===== config.mk =====
export PLATFORM = sky130hd
export DESIGN_NAME = c8_frame
export DESIGN_NICKNAME = d
export VERILOG_FILES = /design/src/rtl/chip8_cpu_core_macros.svh /design/src/rtl/c8_pkg.sv /design/src/rtl/c8_frame.sv
export SDC_FILE = /design/constraint.sdc
export NUM_CORES = 2
export LEC_CHECK = 0
export BUFFER_PORTS_ARGS = -buffer_cell sky130_fd_sc_hd__buf_2
export CORE_UTILIZATION = 60
export DETAILED_ROUTE_END_ITERATION = 7
export PLACE_DENSITY = 0.77
export SYNTH_ARGS = -nofsm -noshare
export SYNTH_HDL_FRONTEND = slang
export SYNTH_SLANG_ARGS = --single-unit

===== constraint.sdc =====
create_clock -name clk -period 10.5 [get_ports clk]
set_clock_uncertainty 0.2 [all_clocks]
set_input_delay 1.575 -clock clk [delete_from_list [all_inputs] [get_ports clk]]
set_output_delay 1.575 -clock clk [all_outputs]
set_load 0.03 [all_outputs]

===== src/rtl/chip8_cpu_core_macros.svh =====
// Assertion macros for the CHIP-8 core.
// No dependencies; expects clk and rst_n in the including scope.
`ifndef CHIP8_CPU_CORE_MACROS_SVH
`define CHIP8_CPU_CORE_MACROS_SVH

// Condition holds at every edge out of reset.
`define C8_ASSERT_ALWAYS(lbl, cond, msg) \
  lbl: assert property (@(posedge clk) disable iff (!rst_n) (cond)) else $error(msg);

// Antecedent at one edge implies consequent at the next.
`define C8_ASSERT_NEXT(lbl, ante, cons, msg) \
  lbl: assert property (@(posedge clk) disable iff (!rst_n) (ante) |=> (cons)) else $error(msg);

`endif


===== src/rtl/c8_pkg.sv =====
// Shared constants, types and helpers of the CHIP-8 core.
// No dependencies.
package c8_pkg;

  localparam int MEM_BYTES     = 4096;
  localparam int STACK_DEPTH   = 16;
  localparam int SCREEN_WIDTH  = 64;
  localparam int SCREEN_HEIGHT = 32;

  localparam int AW = $clog2(MEM_BYTES);
  localparam int RW = $clog2(SCREEN_HEIGHT);
  localparam int XW = $clog2(SCREEN_WIDTH);
  localparam int SW = $clog2(STACK_DEPTH);

  localparam logic [1:0] OP_WRITE = 2'd0;
  localparam logic [1:0] OP_EXEC  = 2'd1;
  localparam logic [1:0] OP_ROW   = 2'd2;

  localparam logic [2:0] ST_OK     = 3'd0;
  localparam logic [2:0] ST_OVER   = 3'd1;
  localparam logic [2:0] ST_UNDER  = 3'd2;
  localparam logic [2:0] ST_UNIMPL = 3'd3;
  localparam logic [2:0] ST_HALTED = 3'd4;

  localparam logic [AW-1:0] BOOT_PC   = 12'h200;
  localparam logic [15:0]   FONT_BASE = 16'h0050;
  localparam logic [15:0]   INST_CLS  = 16'h00E0;
  localparam logic [15:0]   INST_RET  = 16'h00EE;

  localparam logic [7:0] FN_KEY_DOWN = 8'h9E;
  localparam logic [7:0] FN_KEY_UP   = 8'hA1;
  localparam logic [7:0] FN_GET_DT   = 8'h07;
  localparam logic [7:0] FN_SET_DT   = 8'h15;
  localparam logic [7:0] FN_SET_ST   = 8'h18;
  localparam logic [7:0] FN_ADD_I    = 8'h1E;
  localparam logic [7:0] FN_FONT     = 8'h29;
  localparam logic [7:0] FN_BCD      = 8'h33;
  localparam logic [7:0] FN_STORE    = 8'h55;
  localparam logic [7:0] FN_LOAD     = 8'h65;

  typedef struct packed {
    logic                    clr;
    logic                    wr_en;
    logic [RW-1:0]           row;
    logic [SCREEN_WIDTH-1:0] wdata;
  } fr_req_t;

  // Decimal digit of v: sel 0 hundreds, 1 tens, 2 ones.
  function automatic logic [7:0] bcd_digit(input logic [7:0] v, input logic [1:0] sel);
    logic [1:0]  h;
    logic [7:0]  r;
    logic [14:0] p;
    logic [3:0]  t;
    logic [7:0]  o;
    h = (v >= 8'd200) ? 2'd2 : ((v >= 8'd100) ? 2'd1 : 2'd0);
    r = v - 8'(h) * 8'd100;
    p = 15'(r[6:0]) * 15'd205;
    t = p[14:11];
    o = r - 8'(t) * 8'd10;
    case (sel)
      2'd0:    bcd_digit = {6'd0, h};
      2'd1:    bcd_digit = {4'd0, t};
      default: bcd_digit = o;
    endcase
  endfunction

endpackage


===== src/rtl/c8_frame.sv =====
// Display frame store: 32 rows of 64 pixels, one row read or written per cycle.
// Depends on c8_pkg.
module c8_frame (
  input  logic                            clk,
  input  logic                            rst_n,
  input  c8_pkg::fr_req_t                 req,
  output logic [c8_pkg::SCREEN_WIDTH-1:0] rd_data
);

  logic [c8_pkg::SCREEN_WIDTH-1:0]  mem [c8_pkg::SCREEN_HEIGHT];
  logic [c8_pkg::SCREEN_HEIGHT-1:0] vld_r;
  logic [c8_pkg::SCREEN_WIDTH-1:0]  q_r;
  logic                             qv_r;

  always_ff @(posedge clk) begin
    if (req.wr_en) begin
      mem[req.row] <= req.wdata;
    end
    q_r <= mem[req.row];
  end

  // A row never written since reset or clear reads as blank.
  always_ff @(posedge clk) begin
    if (!rst_n || req.clr) begin
      vld_r <= '0;
      qv_r  <= 1'b0;
    end else begin
      qv_r <= vld_r[req.row];
      if (req.wr_en) begin
        vld_r[req.row] <= 1'b1;
      end
    end
  end

  assign rd_data = qv_r ? q_r : '0;

endmodule


======== Word level (Yosys, flattened, before mapping) ========
Memories as Yosys holds them, arrays and structs flattened. A register that Yosys moved wholly into a read port is not among the register bits.
Index checks and enable logic that the tools add are counted.
storage, ports and cells
  flip-flop bits (word level) ............. 33
  bits in writable memories ............... 2048
  bits of input ports ..................... 73
  logic and storage cells ................. 16
  memories kept ........................... 1
memories
  name  depth  width  read ports  clocked after memory_dff  wr ports  line            source
  mem   32     64     1           1                         1         c8_frame.sv:10  logic [c8_pkg::SCREEN_WIDTH-1:0] mem [c8_pkg::SCREEN_HEIGHT];
operators by class
  magnitude comparators ................... 2
  multiplexer cells ....................... 7
  bitwise operators ....................... 1
  reduce and logical (&&, ||, !) cells .... 3
operators with widths
  cell                count
  $mux 64             1
  $or 32x32->32       1
  $lt 5x6->1 const B  1
  $bmux 1 s5          1
  $demux 1 s5         1
  $ge 5x1->1 const B  1
  $mux 1              4
  $logic_and 1x1->1   1
  $logic_not 1->1     1
  $logic_or 1x1->1    1

======== Depth between registers and ports, before layout ========
  depth in word-level cells ............... 5
  mapped depth ............................ 7
  mapped depth without buffers ............ 4

======== Worst setup path before layout ========
No wires, ideal clock.
  kind .................................... input-to-reg
  start point ............................. input req[64] (netlist bit)
  end point ............................... memory mem[0][0] (netlist bit) (enable)
  library setup time ...................... 488 ps
  data arrival time ....................... 5162 ps
  required time ........................... 9812 ps
  setup slack ............................. 4650 ps
  stages on the path ...................... 5
  cells stage by stage .................... buf_6 > buf_6 > or3b_2 > clkbuf_1 > nor2_1
RTL lines
  element      line            source
  from (decl)  c8_frame.sv:6   input c8_pkg::fr_req_t req,
  to (decl)    c8_frame.sv:10
No word-level cell before the write port.

======== Worst setup path in the final report ========
  start point ............................. input req[65] (netlist bit)
  end point ............................... memory mem[10][19] (netlist bit) (enable)
No word-level cell before the write port.

==> metrics.txt <==
startpoint types=primary input; Routed Wire Length=~200000 um; sequential area share after synthesis=between 70% and 80%; pre-CTS worst setup slack=4.81 ns; CP Data Required Time=roughly 11 ns; max incr delay on CP=approximately 0.85 ns; CTS buffer count=201; TNS Setup=0 ns; First-pass DRT Iterations=5; Clk Latency, worst-skew pair=approximately 0.85 ns; Mapped Nets=approximately 3.4k; synth-to-layout area growth=11.6%; Hold WC Path Type=reg2reg; final setup margin=about 5.5 ns; post-cts gate resize count=0; H-tree depth=4; most common cell after layout, fill and taps aside=edfxtp_1; I/O pin count=137; DR iter-0 viols=around 5.8k; DRT antenna net count=0; CP max-delay cell=buf_4; share of cells above drive strength 1=around 28%; Syn Inst Count=~3.4k; Reg-to-Reg Start=mem[23][32]$_DFFE_PP_; Crit Path Max Fanout=92; Crit path top cell by count=buf_4; dpl hpwl=between 80000 and 90000 um; clock buffer depth=3; core area=131000 um^2; Slew Viols, Final=0; Worst Path Arrival=slightly above 5 ns; PD cells=193 nW/um^2; Final Hold Viols=0; WS Path Type=in2reg; yosys warns=0; die height=about 370 um; Pleak=between 20 and 30 nW; initial antenna violation count=20; Peak VDD IR=~180 uV; port bufs=between 100 and 150; Final GP Congestion=around 0.76; detailed-route via count=approximately 39k; Cell variety after synth=32; Main synth FF type=edfxtp_1; CP cell instances=buf_8 > nand3b_1 > nor2_4 > buf_4 > buf_4; post-cts hold buffer count=0; DRC Markers=0; Root Buffer Master=clkbuf_16; Final period util=between 40% and 50%; vias in the first global route=roughly 40k; Power Total=17.1 mW; slew margin rel.=16.8%; pin count of the biggest net entering global routing=between 100 and 150; status=finished, final reports clean; syn_area_per_cell=between 20 and 25 um^2; DR WL/cell=around 36 um; initial cell density of the core=60.5%; # setup viols final=0; worst slew pin tran=~1.2 ns; num rows=~130; setup bufs post-CTS=0; Worst-path clk slew=about 0.060 ns; RSZ-0062 raised after global routing=false; Max Cap Viol=0; Die Wd=roughly 370 um; CP Capture Type=flop; gr ovfl total=0; CP startpoint=req[65]; hold path start=vld_r[25]$_SDFFE_PP0P_; #FFs+latches synth=between 2k and 2.5k; fmax=around 200 MHz; CTS tree=yes; first-pass GRT wire length=roughly 280000 um; Avg Vias per Cell=roughly 7; filler instances=about 7.7k; Period minus WS final=a little under 5 ns; Nets=~3.7k; CTS Sinks=around 2.1k; asr flop ratio synth=0%; Die ar.=roughly 130000 um^2; commonest non-fill, non-tap cells in the layout=edfxtp_1 (2048), mux4_2 (512), a22oi_1 (256); Post-synth EDFFs=2048; Layout Utilization=about two thirds; Mapped Area=between 70000 and 80000 um^2; Total GRT Usage=between 20 and 30%
[cells in the mapped netlist (16+ instances only)]
master    count  area share [%]
a22oi_1     256             2.4
and2_1       67            0.53
buf_1        23            0.11
buf_2        45            0.28
buf_4        24            0.23
clkbuf_1     87            0.41
dfxtp_1      97             2.4
edfxtp_1   2048              77
mux2i_1      16            0.20
mux4_2      512              15
nand4_1      64            0.50
nor2_1       46            0.22
o21a_1       26            0.25
[cell families after synthesis]
kind of cell	count (synthesis)	share of synthesized area [%]
AOI/OAI and AO/OA	293	2.77
buffers and inverters	186	1.10
DFF	2145	79.9
muxes	528	14.7
and+or+nand+nor	205	1.48
[where the power goes]
group | internal [mW] | leakage, nW | switching [mW]
Sequential | 9.50 | 19.3 | 0.0579
Clock | 3.73 | 2.99 | 3.11
Combinational | 0.266 | 5.37 | 0.441
[cell type report]
class | instances | area (um^2) | share of cell area [%]
Clock inverter | 96 | 678 | 0.766
Timing Repair Buffer | 223 | 1420 | 1.60
Sequential cell | 2145 | 63400 | 71.6
Antenna cell | 3 | 7.51 | 0.00848
Tap cell | 1755 | 2200 | 2.48
Inverter | 1 | 3.75 | 0.00424
Multi-Input combinational cell | 1026 | 15300 | 17.3
Clock buffer | 286 | 5490 | 6.20
[path summary, 6_finish.rpt]
| kind | to | slack (ns) | cells past startpoint |
|---|---|---|---|
| setup / recovery | mem[10][19]$_DFFE_PP_ | 5.55 | 5 |
| hold / removal | vld_r[25]$_SDFFE_PP0P_ | 0.27 | 1 |
| setup reg to reg | q_r[32]$_DFF_P_ | 8.72 | 3 |
| hold reg to reg | vld_r[25]$_SDFFE_PP0P_ | 0.27 | 1 |
[stage by stage]
| step | instances | hold WS, ns | area (um^2) |
|---|---|---|---|
| detailed placement | 5150 | 0.252 | 82400 |
| finish | 5535 | 0.266 | 88600 |
| floorplan | 3357 | 0.240 | 79400 |
| global placement | 5150 | 0.245 | 82400 |
| global route | 5534 | 0.276 | 88600 |
| CTS | 5532 | 0.268 | 88600 |
[critical path, delay by kind of cell]
family	cells	cell delay, ns
buf+inv	3	1.79
simple gates	2	1.56
[per-layer routing]
metal / global-route usage, % / share of wire [%]
met2: 47.4 / 49
met4: 11.3 / 3.7
met1: 41.1 / 35
met5: 0 / 0.079
met3: 6.78 / 13
[registers in the layout (all words and copies together) (netlist names)]
register	count
q_r	64
vld_r	32
qv_r	1
mem	2048
No activity file was read; power rests on OpenSTA's default activity.
